## config.mk

```make
export PLATFORM = sky130hd
export DESIGN_NAME = mmp_dot
export DESIGN_NICKNAME = d
export VERILOG_FILES = /design/src/rtl/mmp_pkg.sv /design/src/rtl/mmp_dot.sv
export SDC_FILE = /design/constraint.sdc
export NUM_CORES = 2
export LEC_CHECK = 0
export ABC_AREA = 1
export ABC_CLOCK_PERIOD_IN_PS = 3820
export BUFFER_PORTS_ARGS = -buffer_cell sky130_fd_sc_hd__buf_4
export CORE_MARGIN = 5
export CORE_UTILIZATION = 50
export DETAILED_ROUTE_END_ITERATION = 10
export HOLD_SLACK_MARGIN = 0.15
export PLACE_DENSITY = 0.66
export SLEW_MARGIN = 20
export SYNTH_ARGS = -nofsm -noshare
export SYNTH_HDL_FRONTEND = slang
export SYNTH_SLANG_ARGS = --single-unit
```

## constraint.sdc

```tcl
create_clock -name clk_i -period 3.82 [get_ports clk_i]
set_clock_uncertainty 0.2 [all_clocks]
set_input_delay 0.382 -clock clk_i [delete_from_list [all_inputs] [get_ports clk_i]]
set_output_delay 0.382 -clock clk_i [all_outputs]
set_load 0.005 [all_outputs]
```

## src/rtl/mmp_pkg.sv

```systemverilog
// Shared constants, types and codes of the modular matrix power unit.
package mmp_pkg;

  localparam int unsigned DIM_DEF        = 8;
  localparam int unsigned VALUE_BITS_DEF = 30;
  localparam int unsigned EXP_BITS_DEF   = 40;
  localparam int unsigned POS_BITS       = 3;
  localparam logic [63:0] MOD_RESET      = 64'd1000000000;

  localparam logic OP_LOAD  = 1'b0;
  localparam logic OP_START = 1'b1;

  typedef enum logic [3:0] {
    ST_IDLE,
    ST_LOAD_RED,
    ST_PROD_RD,
    ST_PROD_MUL,
    ST_PROD_ACC,
    ST_PROD_GO,
    ST_PROD_RED,
    ST_EMIT_RD,
    ST_EMIT_LD,
    ST_EMIT_WAIT
  } state_e;

  typedef enum logic {
    KIND_MUL,
    KIND_SQR
  } kind_e;

  typedef struct packed {
    logic clear;
    logic mul_en;
    logic acc_en;
  } dot_ctrl_t;

endpackage

```

## src/rtl/mmp_dot.sv

```systemverilog
// Multiply and exact accumulate of one row-by-column dot product.
module mmp_dot #(
  parameter int unsigned VALUE_BITS = mmp_pkg::VALUE_BITS_DEF,
  parameter int unsigned ACC_W      = 2 * mmp_pkg::VALUE_BITS_DEF + 4
) (
  input  logic                      clk_i,
  input  logic                      rst_ni,
  input  mmp_pkg::dot_ctrl_t        ctrl_i,
  input  logic [VALUE_BITS-1:0]     a_i,
  input  logic [VALUE_BITS-1:0]     b_i,
  output logic [ACC_W-1:0]          acc_o
);
  import mmp_pkg::*;

  logic [2*VALUE_BITS-1:0] prod_q;
  logic [ACC_W-1:0]        acc_q;

  always_ff @(posedge clk_i or negedge rst_ni) begin
    if (!rst_ni) begin
      acc_q <= '0;
    end else if (ctrl_i.clear) begin
      acc_q <= '0;
    end else if (ctrl_i.acc_en) begin
      acc_q <= acc_q + ACC_W'(prod_q);
    end
  end

  always_ff @(posedge clk_i) begin
    if (ctrl_i.mul_en) begin
      prod_q <= a_i * b_i;
    end
  end

  assign acc_o = acc_q;

endmodule

```

# ---- After elaboration in Yosys (flattened, before gate mapping)
# Index checks and enable logic that the tools add are counted.
dict set report classes {
  mux 2
  n_reduce_logical 1
  n_addsub 1
  multipliers 1
}
# cell count
set op_table {}
lappend op_table {{two-way mux 64 bit} 2}
lappend op_table {{adder 64 x 60 -> 64 bit} 1}
lappend op_table {{multiplier 30 x 30 -> 60 bit} 1}
lappend op_table {{nonzero test 2 bit} 1}
dict set report word_totals {
  regBits 124
  output_inout_bits 64
  elab_cells 7
  in_bits 65
}

# ---- Depth between registers and ports, before layout
dict set report logic_depth {
  ltp_word 3
  mapped_depth 31
  ltp_nobuf 30
}

# ---- Worst setup path after synthesis
# OpenSTA, ideal clock, no wires.
dict set report synth_timing {
  kind {input to register}
  startpoint {input a_i[27]}
  endpoint {register prod_q[59] (data pin)}
  n_path_buf 1
  arrival_time_ps 6109
  setup_ps 253
  cell_stages 24
  required_ps 3367
  setup_slack_ps -2741
  path_cell_list {clkbuf_1 nand2_1 fa_1 inv_1 fa_1 fa_1 inv_1 fa_1 inv_1 fa_1 fa_1 fa_1 inv_1 fa_1 inv_1 ha_1 a21oi_1 o21ai_0 a21oi_1 nor2_1 o21ai_0 nand3_1 nand2_1 nand2_1}
}
dict set report synth_via {
  elab_chain_cells 1
}
# element line_no
set synth_rtl {}
lappend synth_rtl {{start, declared} mmp_dot.sv:9} ;# input logic [VALUE_BITS-1:0] a_i,
lappend synth_rtl {{multiplier 30 x 30 -> 60 bit} mmp_dot.sv:30} ;# prod_q <= a_i * b_i;
lappend synth_rtl {{end signal, assigned} mmp_dot.sv:30}
lappend synth_rtl {{end, declared} mmp_dot.sv:15} ;# logic [2*VALUE_BITS-1:0] prod_q;
# Every way passes these cells.
# A chain may end at the register's enable or synchronous reset.

# ---- Final worst setup path
dict set report layout_timing {
  startpoint {input b_i[5]}
  endpoint {register prod_q[57] (data pin)}
}
dict set report layout_via {
  elab_chain_cells 1
}
# element line_no
set layout_rtl {}
lappend layout_rtl {{start, declared} mmp_dot.sv:10} ;# input logic [VALUE_BITS-1:0] b_i,
lappend layout_rtl {{multiplier 30 x 30 -> 60 bit} mmp_dot.sv:30}
# Every way passes these cells.

==> metrics.md <==
| Metric | Value |
|---|---|
| Status | `finished with violations` |
| Failing checks | `negative setup slack` |
| Largest net degree at the start of global routing | `65` |
| Min setup slack post-route | `-2.61 ns` |
| Delay-heaviest family, CP | `adder cells` |
| Die Footprint | `just under 90,000 um^2` |
| GRT busiest layer | `met2` |
| Buf+Inv Stages, Crit Path | `10` |
| FMAX | `between 0.15 and 0.2 GHz` |
| WL final | `around 130,000 um` |
| Area Growth Syn to Fin | `26.0%` |
| CP Launch Point | `b_i[5]` |
| Sequential fraction of the synthesis area | `roughly 8.3%` |
| Max_slew headroom | `a little under two fifths` |
| Post-layout min period | `approximately 6.4 ns` |
| # IOs | `between 100 and 150` |
| Slew Viols, Final | `0` |
| Crit path kind | `primary input to register` |
| Reg clk slew, reported paths | `approximately 0.070 ns` |
| CP required | `roughly 3.8 ns` |
| GRT Overall Usage | `between 20 and 30%` |
| Yosys top cell area share | `37.9%` |
| Layout cell share with drive strength beyond 1 | `21.3%` |
| Origin of the critical flop-to-flop path | `acc_o[0]$_DFFE_PN0P_` |
| Final ANT Viol Nets | `0` |
| Initial Util | `between 50% and 60%` |
| CP max FO | `7` |
| DIE WIDTH | `297 um` |
| CP max-delay cell | `fa_1` |
| DR DRC count | `0` |
| Routability congestion estimate from global placement | `approximately 1` |
| Number of flops mapped to enable cells by yosys | `60` |
| Gate Count Post-Synth | `a little under 6,000` |
| Setup violations, final | `54` |
| CP Capture Type | `register` |
| CORE AREA | `around 82,000 um^2` |
| Rows | `roughly 110` |
| Met1 track demand over resource | `a little under two fifths` |
| Ys async rst share | `51.6%` |
| Routed wire per std cell | `~18 um` |
| CTS sink count | `about 120` |
| Clk_lat worst skew | `between 0.4 and 0.5 ns` |
| Endpoints failing hold | `0` |
| Setup TNS | `-124.50 ns` |
| Most frequent cell on the critical path | `fa_1` |
| Global-route wire length before repair | `~200,000 um` |
| Max Root-Sink Buffers | `2` |
| Root Buffer | `clkbuf_16` |
| CTS Buf Count | `17` |
| Avg Cell Area, Syn | `7.12 um^2` |
| Die height | `about 300 um` |
| Netlist cell types | `42` |
| Via count | `36,159` |
| Non-Filler Instances | `about 7,300` |
| Fin crit share | `168%` |
| RSZ-0062 raised after global routing | `true` |
| First-pass DRT Iterations | `7` |
| Initial antenna violation count | `1` |
| Crit-path max cell delay | `0.54 ns` |
| CTS tree | `done` |
| Synthesized cell area | `approximately 41,000 um^2` |
| Port Buffers | `between 100 and 150` |
| Syn nets | `about 6,900` |
| Hpwl dp | `approximately 110,000 um` |
| Area contributors post-synth | `fa_1 38%, nand2_1 16%, inv_1 16%, ha_1 9.3%, edfxtp_1 4.4%` |
| WP data arrival | `around 6.4 ns` |
| Total global routing overflow | `0` |
| Pre-CTS setup slack | `-3.38 ns` |
| CTS H-tree depth | `4` |
| YS warnings | `0` |
| Nets | `between 7,000 and 8,000` |
| Min-delay worst type | `register to register` |
| Startpoint Class | `primary input` |
| Cells after DPL | `7,218` |
| DRT iter0 DRCs | `2,065` |
| Worst Tran Pin Value | `about 0.94 ns` |
| Hold slack | `around 0.33 ns` |
| DR vias/cell | `just under 5` |
| Met2 Usage GRT | `50.8%` |
| # diodes | `0` |
| Vias in the first global route | `between 30,000 and 40,000` |
| Post-synth top area cell | `fa_1` |
| Max_cap viols | `0` |
| Met3 GRT Util | `3.07%` |
| Yosys reg bits | `124` |
| Worst hold start | `acc_o[54]$_DFFE_PN0P_` |
| Top FF cell, synth | `dfrtp_1` |
## per-stage QoR
step | instance area (um^2) | util (%)
final | 51900 | 63.3
after global routing | 51900 | 63.3
after CTS | 49500 | 60.4
after detailed placement | 47200 | 57.6
after global placement | 47200 | 57.6
after floorplan | 42700 | -
## synthesized netlist by cell type (4+ instances only)
cell      number
xor2_1        31
nand4_1       20
buf_2          5
o21ai_1        6
nand3b_1      13
a21oi_1      151
clkbuf_1     185
xnor2_1       14
nor3_2         5
or2_2          5
and2_1         4
nor2_1       232
nor2_2         7
dfrtp_1       64
ha_1         308
inv_1       1791
nor3_1        19
a21oi_2        4
fa_1         781
o21ai_0       81
o31ai_1        5
nand2_2       21
edfxtp_1      60
nand3_1      123
inv_2          4
o21bai_1      19
nand2_1     1805
## flip-flops by register name, indices dropped and copies added, names as in the netlist
signal	cells
acc_o	64
prod_q	60
## kinds of logic after synthesis
kind of cell	Yosys count	share of synthesized area [%]
compound gates	279	3.69
xor+xnor	45	0.956
fa+ha+maj	1089	47.3
buf+inv	1988	18.1
flops	124	8.26
simple gates	2264	21.7
## metal layers
metal	up-vias	part of all wire, %
met1	17590	42
met3	229	5.5
li1	17263	-
met5	-	0.010
met4	2	3.7
met2	1075	49
## worst paths after layout
kind / end / slack [ns] / depth (start not counted)
min reg2reg: acc_o[54]$_DFFE_PN0P_ / 0.33 / 2
min: acc_o[54]$_DFFE_PN0P_ / 0.33 / 2
max: prod_q[57]$_DFFE_PP_ / -2.61 / 29
min in group asynchronous: acc_o[6]$_DFFE_PN0P_ / 0.42 / 2
max in group asynchronous: acc_o[49]$_DFFE_PN0P_ / 2.36 / 2
max reg2reg: acc_o[60]$_DFFE_PN0P_ / 1.00 / 12
## cells in the final DEF, fill, tap and decap left out, types with 24 or more instances in the layout
| master | count |
|---|---|
| ha_1 | 237 |
| buf_4 | 433 |
| nand3_2 | 24 |
| nand2_4 | 43 |
| fa_1 | 704 |
| nor2_4 | 47 |
| a21oi_2 | 29 |
| o21ai_0 | 41 |
| edfxtp_1 | 60 |
| ha_4 | 67 |
| nor2_2 | 47 |
| a21oi_1 | 92 |
| nand2_1 | 1685 |
| clkbuf_16 | 29 |
| nand3_1 | 98 |
| nor2_1 | 145 |
| buf_12 | 44 |
| fa_2 | 77 |
| inv_2 | 121 |
| buf_6 | 100 |
| dfrtp_1 | 64 |
| nand2_2 | 95 |
| inv_1 | 1671 |
| a21oi_4 | 35 |
## worst register-to-register path: cells and delay by family (launching register included)
| kind | cells | cell delay, ns |
|---|---|---|
| AOI/OAI and AO/OA | 1 | 0.15 |
| adders and majority gates | 2 | 0.73 |
| DFF | 1 | 0.42 |
| and+or+nand+nor | 9 | 1.20 |
## layout make-up
type | instances | area [um^2]
clock buffer | 18 | 429
clock inverter | 14 | 110
fill | 7222 | 30100
inverter | 1795 | 6750
multi-input combinational | 3677 | 33700
sequential | 124 | 3400
tap | 1070 | 1340
timing repair buffer | 624 | 6230
## what timing repair did
| item | CTS | global route |
|---|---|---|
| hold buffers | 3 | 0 |
| endpoints found under the hold margin | 83 | 0 |
| pin swaps | 100 | 231 |
| resized for setup | 375 | 491 |
| cloned | 2 | 12 |
| buffers inserted | 18 | 42 |
| endpoints found under the setup margin | 55 | 54 |
Power is left out: the tool's default activity adds up to more than one toggle a clock period on the data nets, which glitch-free logic cannot reach.
