--- config.mk ---
export PLATFORM = sky130hd
export DESIGN_NAME = mmp_reduce
export DESIGN_NICKNAME = d
export VERILOG_FILES = /design/src/rtl/mmp_pkg.sv /design/src/rtl/mmp_reduce.sv
export SDC_FILE = /design/constraint.sdc
export NUM_CORES = 1
export LEC_CHECK = 0
export BUFFER_PORTS_ARGS = -buffer_cell sky130_fd_sc_hd__clkbuf_2
export CAP_MARGIN = 20
export CORE_ASPECT_RATIO = 0.8
export CORE_MARGIN = 3
export CORE_UTILIZATION = 50
export CTS_CLUSTER_DIAMETER = 100
export CTS_CLUSTER_SIZE = 25
export DETAILED_ROUTE_END_ITERATION = 10
export GPL_ROUTABILITY_DRIVEN = 0
export PLACE_DENSITY = 0.77
export SETUP_SLACK_MARGIN = 0.4
export SLEW_MARGIN = 30
export SYNTH_ARGS = -nofsm -noshare
export SYNTH_HDL_FRONTEND = slang
export SYNTH_SLANG_ARGS = --single-unit
--- constraint.sdc ---
create_clock -name clk_i -period 2.5 [get_ports clk_i]
set_input_delay 0.125 -clock clk_i [delete_from_list [all_inputs] [get_ports clk_i]]
set_output_delay 0.125 -clock clk_i [all_outputs]
set_load 0.02 [all_outputs]
--- src/rtl/mmp_pkg.sv ---
// Shared constants, types and codes of the modular matrix power unit.
package mmp_pkg;

  localparam int unsigned DIM_DEF        = 8;
  localparam int unsigned VALUE_BITS_DEF = 30;
  localparam int unsigned EXP_BITS_DEF   = 40;
  localparam int unsigned POS_BITS       = 3;
  localparam logic [63:0] MOD_RESET      = 64'd1000000000;

  localparam logic OP_LOAD  = 1'b0;
  localparam logic OP_START = 1'b1;

  typedef enum logic [3:0] {
    ST_IDLE,
    ST_LOAD_RED,
    ST_PROD_RD,
    ST_PROD_MUL,
    ST_PROD_ACC,
    ST_PROD_GO,
    ST_PROD_RED,
    ST_EMIT_RD,
    ST_EMIT_LD,
    ST_EMIT_WAIT
  } state_e;

  typedef enum logic {
    KIND_MUL,
    KIND_SQR
  } kind_e;

  typedef struct packed {
    logic clear;
    logic mul_en;
    logic acc_en;
  } dot_ctrl_t;

endpackage

--- src/rtl/mmp_reduce.sv ---
// Bit-serial restoring reduction of a wide value modulo a runtime modulus.
module mmp_reduce #(
  parameter int unsigned VALUE_BITS = mmp_pkg::VALUE_BITS_DEF,
  parameter int unsigned ACC_W      = 2 * mmp_pkg::VALUE_BITS_DEF + 4
) (
  input  logic                  clk_i,
  input  logic                  rst_ni,
  input  logic                  start_i,
  input  logic [ACC_W-1:0]      x_i,
  input  logic [VALUE_BITS-1:0] m_i,
  output logic                  done_o,
  output logic [VALUE_BITS-1:0] rem_o
);
  import mmp_pkg::*;

  localparam int unsigned CNT_W = $clog2(ACC_W + 1);

  logic [ACC_W-1:0]      sh_q;
  logic [VALUE_BITS-1:0] rem_q;
  logic [CNT_W-1:0]      cnt_q;
  logic                  busy_q, done_q;
  logic [VALUE_BITS:0]   trial;
  logic [VALUE_BITS:0]   m_ext;

  assign m_ext = {1'b0, m_i};
  assign trial = {rem_q, sh_q[ACC_W-1]};

  always_ff @(posedge clk_i or negedge rst_ni) begin
    if (!rst_ni) begin
      busy_q <= 1'b0;
      done_q <= 1'b0;
      cnt_q  <= '0;
    end else begin
      done_q <= 1'b0;
      if (start_i) begin
        busy_q <= 1'b1;
        cnt_q  <= CNT_W'(ACC_W);
      end else if (busy_q) begin
        cnt_q <= cnt_q - 1'b1;
        if (cnt_q == CNT_W'(1)) begin
          busy_q <= 1'b0;
          done_q <= 1'b1;
        end
      end
    end
  end

  // shift in one dividend bit a cycle, subtract the modulus when it fits
  always_ff @(posedge clk_i) begin
    if (start_i) begin
      sh_q  <= x_i;
      rem_q <= '0;
    end else if (busy_q) begin
      sh_q <= {sh_q[ACC_W-2:0], 1'b0};
      if (trial >= m_ext) begin
        rem_q <= VALUE_BITS'(trial - m_ext);
      end else begin
        rem_q <= VALUE_BITS'(trial);
      end
    end
  end

  assign done_o = done_q;
  assign rem_o  = rem_q;

endmodule

Yosys cells after proc, flatten, opt, wreduce, memory -nomap -nowiden

Index checks and enable logic that the tools add are counted.
Widths: inputs -> output; s select.

Register bits: 103
Bits of input ports: 97
Output and inout bits: 31
Word-level logic and storage cells: 21

Add/sub/neg operators: 2
Magnitude comparators: 1
Equal/unequal tests: 1
Mux-type cells: 11
Reductions and logical operators: 1

Operator list:

| operator            | count |
|---|---|
| $mux 64             | 2 |
| $ge 31x30->1        | 1 |
| $mux 30             | 1 |
| $sub 30x30->30      | 1 |
| $mux 7              | 2 |
| $eq 7x1->1 const B  | 1 |
| $sub 7x1->7 const B | 1 |
| $mux 1              | 6 |
| $reduce_bool 2->1   | 1 |

Longest topological paths before layout

Gate-level depths: netlist of the first run.

Depth in word-level cells: 4
Mapped depth: 13
Mapped depth without buffers: 12

Worst setup path after synthesis of the first run

No wires, ideal clock.

Path kind: reg-to-reg
Start point: register rem_q[15] (netlist: rem_o[15])
End point: register rem_q[29] (netlist: rem_o[29])
Setup time: 0.122 ns
Arrival time: 2.481 ns
Required time: 2.378 ns
Setup slack: -0.103 ns
Cell stages (with the launch flop): 11
Path buffers: 0
Period minus slack after synthesis: 2.603 ns
Cells stage by stage: dfxtp_1 -> ha_1 -> a21o_1 -> a21o_1 -> a21o_1 -> or3_1 -> o21a_1 -> a211o_1 -> a21boi_2 -> xor2_1 -> o21ai_1

Cells in the longest elaborated chain, start to end: 2
Elaborated cells on any way between the ends: 3
Those cells by class: add/sub (1); order compare (1); mux (1)

RTL lines:

| what                                           | line                               | text |
|---|---|---|
| start: declaration                             | mmp_reduce.sv:19                   | `logic [VALUE_BITS-1:0] rem_q;` |
| start signal: assignment                       | mmp_reduce.sv:56                   | `rem_q <= VALUE_BITS'(trial - m_ext);` |
| start signal: assignment                       | mmp_reduce.sv:58                   | `rem_q <= VALUE_BITS'(trial);` |
| $sub 30x30->30 or $ge 31x30->1 (tied branches) | mmp_reduce.sv:56, mmp_reduce.sv:55 |  |
| $mux 30 (*)                                    | mmp_reduce.sv:55                   | `if (trial >= m_ext) begin` |

Every way passes the cells marked *; elsewhere a longest branch is shown, timed or not.
A chain may end at the register's enable or synchronous reset.

Final worst setup path of the first run

Start point: register sh_q[63]
End point: register rem_q[18] (netlist: rem_o[18])

Cells in the longest elaborated chain, start to end: 2
Elaborated cells on any way between the ends: 3
Those cells by class: add/sub (1); order compare (1); mux (1)

RTL lines:

| what                                           | line                               | text |
|---|---|---|
| start: declaration                             | mmp_reduce.sv:18                   | `logic [ACC_W-1:0] sh_q;` |
| start signal: assignment                       | mmp_reduce.sv:51                   | `sh_q <= x_i;` |
| start signal: assignment                       | mmp_reduce.sv:54                   | `sh_q <= {sh_q[ACC_W-2:0], 1'b0};` |
| $sub 30x30->30 or $ge 31x30->1 (tied branches) | mmp_reduce.sv:56, mmp_reduce.sv:55 |  |
| $mux 30 (*)                                    | mmp_reduce.sv:55                   |  |

Marks and branches as above.

==> metrics.md, run 1 <==
| Metric | Value |
|---|---|
| Status | `finished, violations left` |
| Violated checks | `setup timing` |
| Number of enable flip-flop cells after synthesis | `64` |
| GR Overflow Total | `0` |
| Top cells by area, synth | `edfxtp_1 (31%), mux2_2 (12%), dfxtp_1 (9.8%)` |
| Synthesized area | `6150 µm²` |
| Tmin final | `2.79 ns` |
| Antenna diode count | `0` |
| Netlist cell types | `54` |
| Ys async rst share | `8.74%` |
| Slowest stage cell, crit path | `edfxtp_1` |
| Number of global-route vias before repair | `5317` |
| Nets@finish | `931` |
| Yosys top cell area share | `31.2%` |
| Area of the multi-input gates | `3640 µm²` |
| CP Launch Type | `register` |
| Pwr per Cell Area | `771 nW/µm²` |
| First-pass GRT wire length | `26.5 mm` |
| CP Capture Type | `register` |
| Final worst slack | `-0.287 ns` |
| Placed insts | `901` |
| Initial antenna violation count | `0` |
| Sinks on Clock Net | `103` |
| Total Routing Usage GR | `24.2%` |
| Setup Viol. Count Final | `30` |
| Via count of the routed design | `5473` |
| WP data required | `2.76 ns` |
| Slew Limit Headroom | `59.3%` |
| Clock transition at the registers of the reported paths | `0.08 ns` |
| Register area share after synthesis | `44.6%` |
| Total chip power | `6.63 mW` |
| Floorplan row count | `35` |
| Biggest area consumer among synthesized cells | `edfxtp_1` |
| DRC Markers | `0` |
| DRT iter0 DRCs | `453` |
| Mapped Cells | `597` |
| IO Pins | `between 100 and 150` |
| Clk_lat worst skew | `0.35 ns` |
| Syn Nets | `between 700 and 800` |
| FF+latch count, synth | `103` |
| Slew @ Worst Pin | `0.607 ns` |
| Initial core utilization | `a little over half` |
| CP Cell Sequence | `inv_2, ha_4, fa_2, nor2b_4, o21ai_2, a21oi_2, o311a_1, a2111oi_2, buf_4, o211a_4, xnor2_2, nand2_1, a311oi_2` |
| CTS H-tree lvls | `3` |
| Max VDD drop | `between 0.0005 and 0.0006 V` |
| Final design utilization | `73.0%` |
| Delay-heaviest family, CP | `compound AO/OA/AOI/OAI gates` |
| RSZ-0062 raised after global routing | `true` |
| Synth Warn # | `0` |
| Max incr delay on CP | `0.41 ns` |
| Worst clock skew | `0.00984 ns` |
| Non-Filler Instances | `954` |
| DIE AREA | `13700 µm²` |
| CTS Buf Count | `9` |
| Critical path arrival | `3.05 ns` |
| Crit path max fanout | `3` |
| Die height | `approximately 110 µm` |
| Max Cap Viol | `0` |
| Area delta synth->final | `39.7%` |
| Slew Limit Fails | `0` |
| Largest net degree at the start of global routing | `64` |
| Clock root cell | `clkbuf_16` |
| Fmax | `359 MHz` |
| PortBufs | `roughly 130` |
| CP Class | `reg2reg` |
| DR pass1 iterations | `5` |
| Vias per cell | `5.74` |
| Place WS | `-0.313 ns` |
| Max Buffers Root-to-Sink | `2` |
| Leakage | `3.76 nW` |
| Die Width | `130 µm` |
| Share of post-route cells with drive strength above 1 | `about half` |
| Core area | `11800 µm²` |
| Routed len/inst | `about 18 µm` |
| Final Cycle Share | `111%` |
| Fillcell total | `787` |
| Bufs and invs on worst path | `2` |
| Syn_area_per_cell | `slightly above 10 µm²` |
| Top_reg_cell synth | `edfxtp_1` |
| Hold/Removal Path Class | `in2reg` |
| Final wirelength | `17.6 mm` |
| ANT nets after route | `0` |
| Hold Vio Cnt, Final | `0` |
| TritonCTS clock tree | `built` |
| HPWL Detailed | `between 10 and 15 mm` |
| Reg area | `2760 µm²` |
[per-layer routing]
| layer | part of all wire [%] | up-vias | track usage (%) |
|---|---|---|---|
| li1 | - | 2566 | - |
| met1 | 43 | 2650 | 34.5 |
| met2 | 49 | 228 | 38.4 |
| met3 | 6.6 | 29 | 4.66 |
| met4 | 1.4 | 0 | 5.12 |
| met5 | 0 | - | 0 |
[flip-flops by register name, indices dropped and copies added, names as in the netlist]
register / flops
rem_o: 30
done_o: 1
cnt_q: 7
busy_q: 1
sh_q: 64
[final timing paths]
kind                           start   endpoint  slack [ns]  cells after the start
max                         sh_q[63]  rem_o[18]       -0.29                     13
min                           x_i[0]    sh_q[0]        0.07                      2
max reg2reg                 sh_q[63]  rem_o[18]       -0.29                     13
min reg2reg                rem_o[28]  rem_o[28]        0.53                      2
max in group asynchronous     rst_ni     busy_q        2.12                      2
min in group asynchronous     rst_ni   cnt_q[1]        0.17                      2
[cell families after synthesis]
group	count (synthesis)	share of synthesized area, %
AO/OA/AOI/OAI	128	15.6
flip-flops	103	44.6
XOR/XNOR	29	4.13
adder cells (fa/ha/maj)	33	6.83
buffers and inverters	71	4.88
multiplexers	64	11.7
AND/OR/NAND/NOR	169	12.2
[what timing repair did]
item | CTS | global route
endpoints found under the hold margin | 9 | 0
resized for setup | 62 | 49
hold buffers | 1 | 0
gates cloned | 4 | 1
buffers inserted | 21 | 10
setup endpoints to repair | 30 | 30
pin swaps | 35 | 43
[Yosys cell counts, drive strengths merged (7+ instances only)]
master,n
o21ai,25
xor2,11
a21o,13
buf,14
inv,41
a311oi,19
nor2,48
mux2,63
dfxtp,30
nor2b,7
ha,32
clkbuf,16
edfxtp,64
nand3,8
nand2b,9
dfrtp,9
nand2,71
xnor2,18
a21oi,29
[power by group]
part	leakage [nW]	internal [mW]	switching, mW
combinational	2.58	1.43	1.48
sequential	1.03	2.13	0.183
clock	0.142	0.702	0.702
[cell usage in the layout, fill, tap and decap left out, drive strengths merged, types with 2 or more instances in the layout]
cell type,n
a21boi,3
o21a,6
buf,95
clkbuf,136
xor2,11
xnor2,18
a211oi,5
ha,32
nand2,71
o311ai,2
dfxtp,30
mux2,63
o31ai,2
a21oi,29
nor3,6
o21ai,25
nand4,5
a21o,13
a32oi,6
a311oi,19
edfxtp,64
clkinvlp,2
nand2b,9
nor2,48
and2,3
dfrtp,9
o21bai,4
or3,4
nor2b,7
clkinv,2
inv,44
nor4,2
a31oi,5
o211ai,2
nor3b,2
nand3,8
[layout make-up]
class,instances,area share [%]
Timing Repair Buffer,223,18.3
Clock inverter,7,0.742
Multi-Input combinational cell,423,42.3
Sequential cell,103,32.1
Inverter,41,1.83
Clock buffer,9,2.62
Tap cell,148,2.15
[per-stage QoR]
| step | area (µm²) | setup TNS [ns] | hold WS [ns] |
|---|---|---|---|
| after floorplan | 6320 | 0 | -0.171 |
| after global placement | 7470 | -1.03 | -0.0133 |
| after detailed placement | 7470 | -2.72 | -0.00700 |
| after CTS | 8280 | -2.41 | 0.0616 |
| after global routing | 8600 | -7.70 | 0.0672 |
| final | 8600 | -5.20 | 0.0747 |
No activity file was read; power rests on OpenSTA's default activity.
==> inputs of run 2 (changes only) <==
--- a/config.mk
+++ b/config.mk
@@ -5,16 +5,18 @@
 export SDC_FILE = /design/constraint.sdc
 export NUM_CORES = 1
 export LEC_CHECK = 0
+export ABC_AREA = 1
 export BUFFER_PORTS_ARGS = -buffer_cell sky130_fd_sc_hd__clkbuf_2
 export CAP_MARGIN = 20
 export CORE_ASPECT_RATIO = 0.8
 export CORE_MARGIN = 3
-export CORE_UTILIZATION = 50
+export CORE_UTILIZATION = 53
+export CTS_BUF_LIST = sky130_fd_sc_hd__clkbuf_8
 export CTS_CLUSTER_DIAMETER = 100
 export CTS_CLUSTER_SIZE = 25
 export DETAILED_ROUTE_END_ITERATION = 10
 export GPL_ROUTABILITY_DRIVEN = 0
-export PLACE_DENSITY = 0.77
+export PLACE_DENSITY = 0.8
 export SETUP_SLACK_MARGIN = 0.4
 export SLEW_MARGIN = 30
 export SYNTH_ARGS = -nofsm -noshare
==> metrics.md, run 2 <==
| Metric | Value |
|---|---|
| Status | `finished, final reports clean` |
| Fillcell total | `988 (+26%)` |
| Initial core utilization | `55.3% (+3.1 points)` |
| Largest net degree at the start of global routing | `65 (+1.6%)` |
| Delay-heaviest family, CP | `simple AND/OR/NAND/NOR gates` |
| DRT iter0 DRCs | `686 (+51%)` |
| Clk_lat worst skew | `0.38 ns (+0.03 ns)` |
| Synthesized area | `6850 µm² (+11%)` |
| Setup Viol. Count Final | `0 (-100%)` |
| Fmax | `483 MHz (+35%)` |
| FF+latch count, synth | `103 (unchanged)` |
| RSZ-0062 raised after global routing | `true` |
| Max incr delay on CP | `0.37 ns (-0.04 ns)` |
| WP data required | `2.74 ns (-0.02 ns)` |
| Ys async rst share | `8.74% (unchanged)` |
| Die Width | `133 µm (+2.4%)` |
| Leakage | `4.61 nW (+23%)` |
| Clock root cell | `clkbuf_8` |
| Count leader, synth | `nand2_1` |
| Simple-gate area share of the yosys netlist | `38.4% (+26 points)` |
| Syn_area_per_cell | `6.74 µm² (-35%)` |
| Biggest area consumer among synthesized cells | `edfxtp_1` |
| DIE AREA | `14300 µm² (+4.8%)` |
| Crit path max fanout | `13 (+10)` |
| Hold/Removal Path Class | `in2reg` |
| Die height | `108 µm (+2.3%)` |
| Mux cell area share after synthesis | `0% (-12 points)` |
| Worst clock skew | `0.0142 ns (+0.00440 ns)` |
| Yosys top cell area share | `28.0% (-3.2 points)` |
| Area delta synth->final | `29.5%` |
| Syn Nets | `1146 (+58%)` |
| Final worst slack | `0.430 ns (+0.717 ns)` |
| Vias per cell | `5.13 (-11%)` |
| Total chip power | `9.11 mW (+37%)` |
| Critical path arrival | `2.31 ns (-0.74 ns)` |
| Mapped Cells | `1016 (+70%)` |
| Via count of the routed design | `6886 (+26%)` |
| Initial antenna violation count | `0 (unchanged)` |
| Share of post-route cells with drive strength above 1 | `26.0% (-24 points)` |
| Slew Limit Headroom | `57.5% (-1.7 points)` |
| DRC Markers | `0 (unchanged)` |
| PortBufs | `127 (unchanged)` |
| Largest family of logic cells by synthesized area | `simple AND/OR/NAND/NOR gates` |
| CTS Buf Count | `9 (unchanged)` |
| Max FFs per register | `64 (unchanged)` |
| Number of enable flip-flop cells after synthesis | `64 (unchanged)` |
| TritonCTS clock tree | `built` |
| First-pass GRT wire length | `28.2 mm (+6.2%)` |
| GR Overflow Total | `0 (unchanged)` |
| Max VDD drop | `0.000607 V (+18%)` |
| CP Capture Type | `register` |
| Adder-Cell Fraction of Synth Area | `6.13% (-0.70 points)` |
| Final design utilization | `71.7% (-1.3 points)` |
| Setup tns final | `0 ns (+5.20 ns)` |
| CP dominant cell by count | `nand2_2` |
| Slowest stage cell, crit path | `dfxtp_4` |
| IO Pins | `128 (unchanged)` |
| ANT nets after route | `0 (unchanged)` |
| Bufs and invs on worst path | `2 (unchanged)` |
| Commonest non-fill, non-tap cell in the layout | `nand2_1` |
| Synth Area in XOR/XNOR | `1.79% (-2.3 points)` |
| Final wirelength | `18.9 mm (+7.5%)` |
| Max Cap Viol | `0 (unchanged)` |
| Synth Area in Compound Gates | `3.74% (-12 points)` |
| Max Buffers Root-to-Sink | `2 (unchanged)` |
| Routed len/inst | `14.1 µm (-24%)` |
| HPWL Detailed | `13.0 mm (+13%)` |
| Total Routing Usage GR | `24.2% (about the same)` |
| CP Cell Sequence | `ha_4, nand2_2, inv_2, nand2_2, nor3_4, and2_1, nand2_2, nand3_4, buf_8, nand2_1, nand3_1, o21ai_1` |
| Core area | `12400 µm² (+5.2%)` |
| Nets@finish | `1296 (+39%)` |
| DR pass1 iterations | `5 (unchanged)` |
| Slew @ Worst Pin | `0.633 ns (+0.0266 ns)` |
| Sinks on Clock Net | `103 (unchanged)` |
| CP Launch Type | `register` |
| Tmin final | `2.07 ns (-0.717 ns)` |
| Top cells by count, synth | `nand2_1 (454), inv_1 (138), nor2_1 (78), nand3_1 (77), edfxtp_1 (64)` |
| Most frequent cells in the layout | `nand2_1 (425), inv_1 (133), clkbuf_2 (127)` |
| Pwr per Cell Area | `1030 nW/µm² (+33%)` |
| Place WS | `0.310 ns (+0.622 ns)` |
| Final Cycle Share | `82.8% (-29 points)` |
| Register with the most flip-flops | `sh_q` |
| Register area share after synthesis | `40.1% (-4.5 points)` |
| Slew Limit Fails | `0 (unchanged)` |
| Number of global-route vias before repair | `5832 (+9.7%)` |
| Netlist cell types | `33 (-39%)` |
| Clock transition at the registers of the reported paths | `0.12 ns (+0.04 ns)` |
| Floorplan row count | `36 (+2.9%)` |
| CP Class | `reg2reg` |
| Top_reg_cell synth | `edfxtp_1` |
| Synth Warn # | `0 (unchanged)` |
| Hold Vio Cnt, Final | `0 (unchanged)` |
| Antenna diode count | `0 (unchanged)` |
| CTS H-tree lvls | `3 (unchanged)` |
| Top cells by area, synth | `edfxtp_1 (28%), nand2_1 (25%), dfxtp_1 (8.8%)` |
## run 2: cell count changes after synthesis, sizes merged, moves of 9 or more
cell / previous run / this run
a21o: 13 / 0
a311oi: 19 / 0
inv: 41 / 143
mux2: 63 / 0
nand2: 71 / 456
nand2b: 9 / 0
nand3: 8 / 78
nor2: 48 / 83
xor2: 11 / 2
## run 2: final cells by class
| type | count | area, µm² | area share, % |
|---|---|---|---|
| tap | 171 | 214 | 2.41 |
| clock inverter | 7 | 119 | 1.34 |
| multi-input combinational | 743 | 4040 | 45.5 |
| sequential | 103 | 2790 | 31.5 |
| timing repair buffer | 165 | 1040 | 11.7 |
| inverter | 144 | 544 | 6.13 |
| clock buffer | 9 | 124 | 1.40 |
## run 2: cells by family after synthesis
logic type / after synthesis
flip-flops: 103
adder cells (fa/ha/maj): 33
buffers and inverters: 170
XOR/XNOR: 14
AO/OA/AOI/OAI: 48
AND/OR/NAND/NOR: 648
## run 2: stage by stage
stage               area, µm²  hold WS [ns]  std cells
global route             8880       0.00329       1342
CTS                      8130      0.000737       1328
floorplan                6850        -0.171       1016
detailed placement       7710      -0.00684       1302
finish                   8880       0.00914       1342
global placement         7710      -0.00761       1302
## run 2: tightest hold or removal path: stages
cell and delay (ns):
clkbuf_2 0.08, nand2_1 0.04, nand2_1 0.05
## run 2: path summary, 6_finish.rpt
path / from / endpoint / slack [ns] / cells past startpoint
min in group asynchronous: rst_ni / cnt_q[4] / 0.11 / 2
hold / removal: x_i[50] / sh_q[50] / 0.009 / 3
setup / recovery: rem_o[25] / rem_o[10] / 0.43 / 12
max in group asynchronous: rst_ni / cnt_q[0] / 2.19 / 2
hold reg to reg: rem_o[1] / rem_o[1] / 0.49 / 2
setup reg to reg: rem_o[25] / rem_o[10] / 0.43 / 12
## run 2: where the power goes
group	leakage, nW	total (mW)	switching (mW)	internal [mW]
logic	3.42	5.30	3.10	2.19
registers	1.07	2.55	0.327	2.22
clock network	0.123	1.26	0.660	0.597
## run 2: metal layers
metal	share of wire, %	track usage (%)
met1	46	38.2
met2	44	34.6
met3	9.0	4.35
met4	1.1	4.48
met5	0	0
## run 2: repair_timing
action,4_1_cts,5_1_grt
pin swaps,1,20
buffers inserted,3,12
cloned,0,2
resized for setup,14,136
hold buffers,7,0
endpoints found under the hold margin,15,0
setup endpoints to repair,28,30
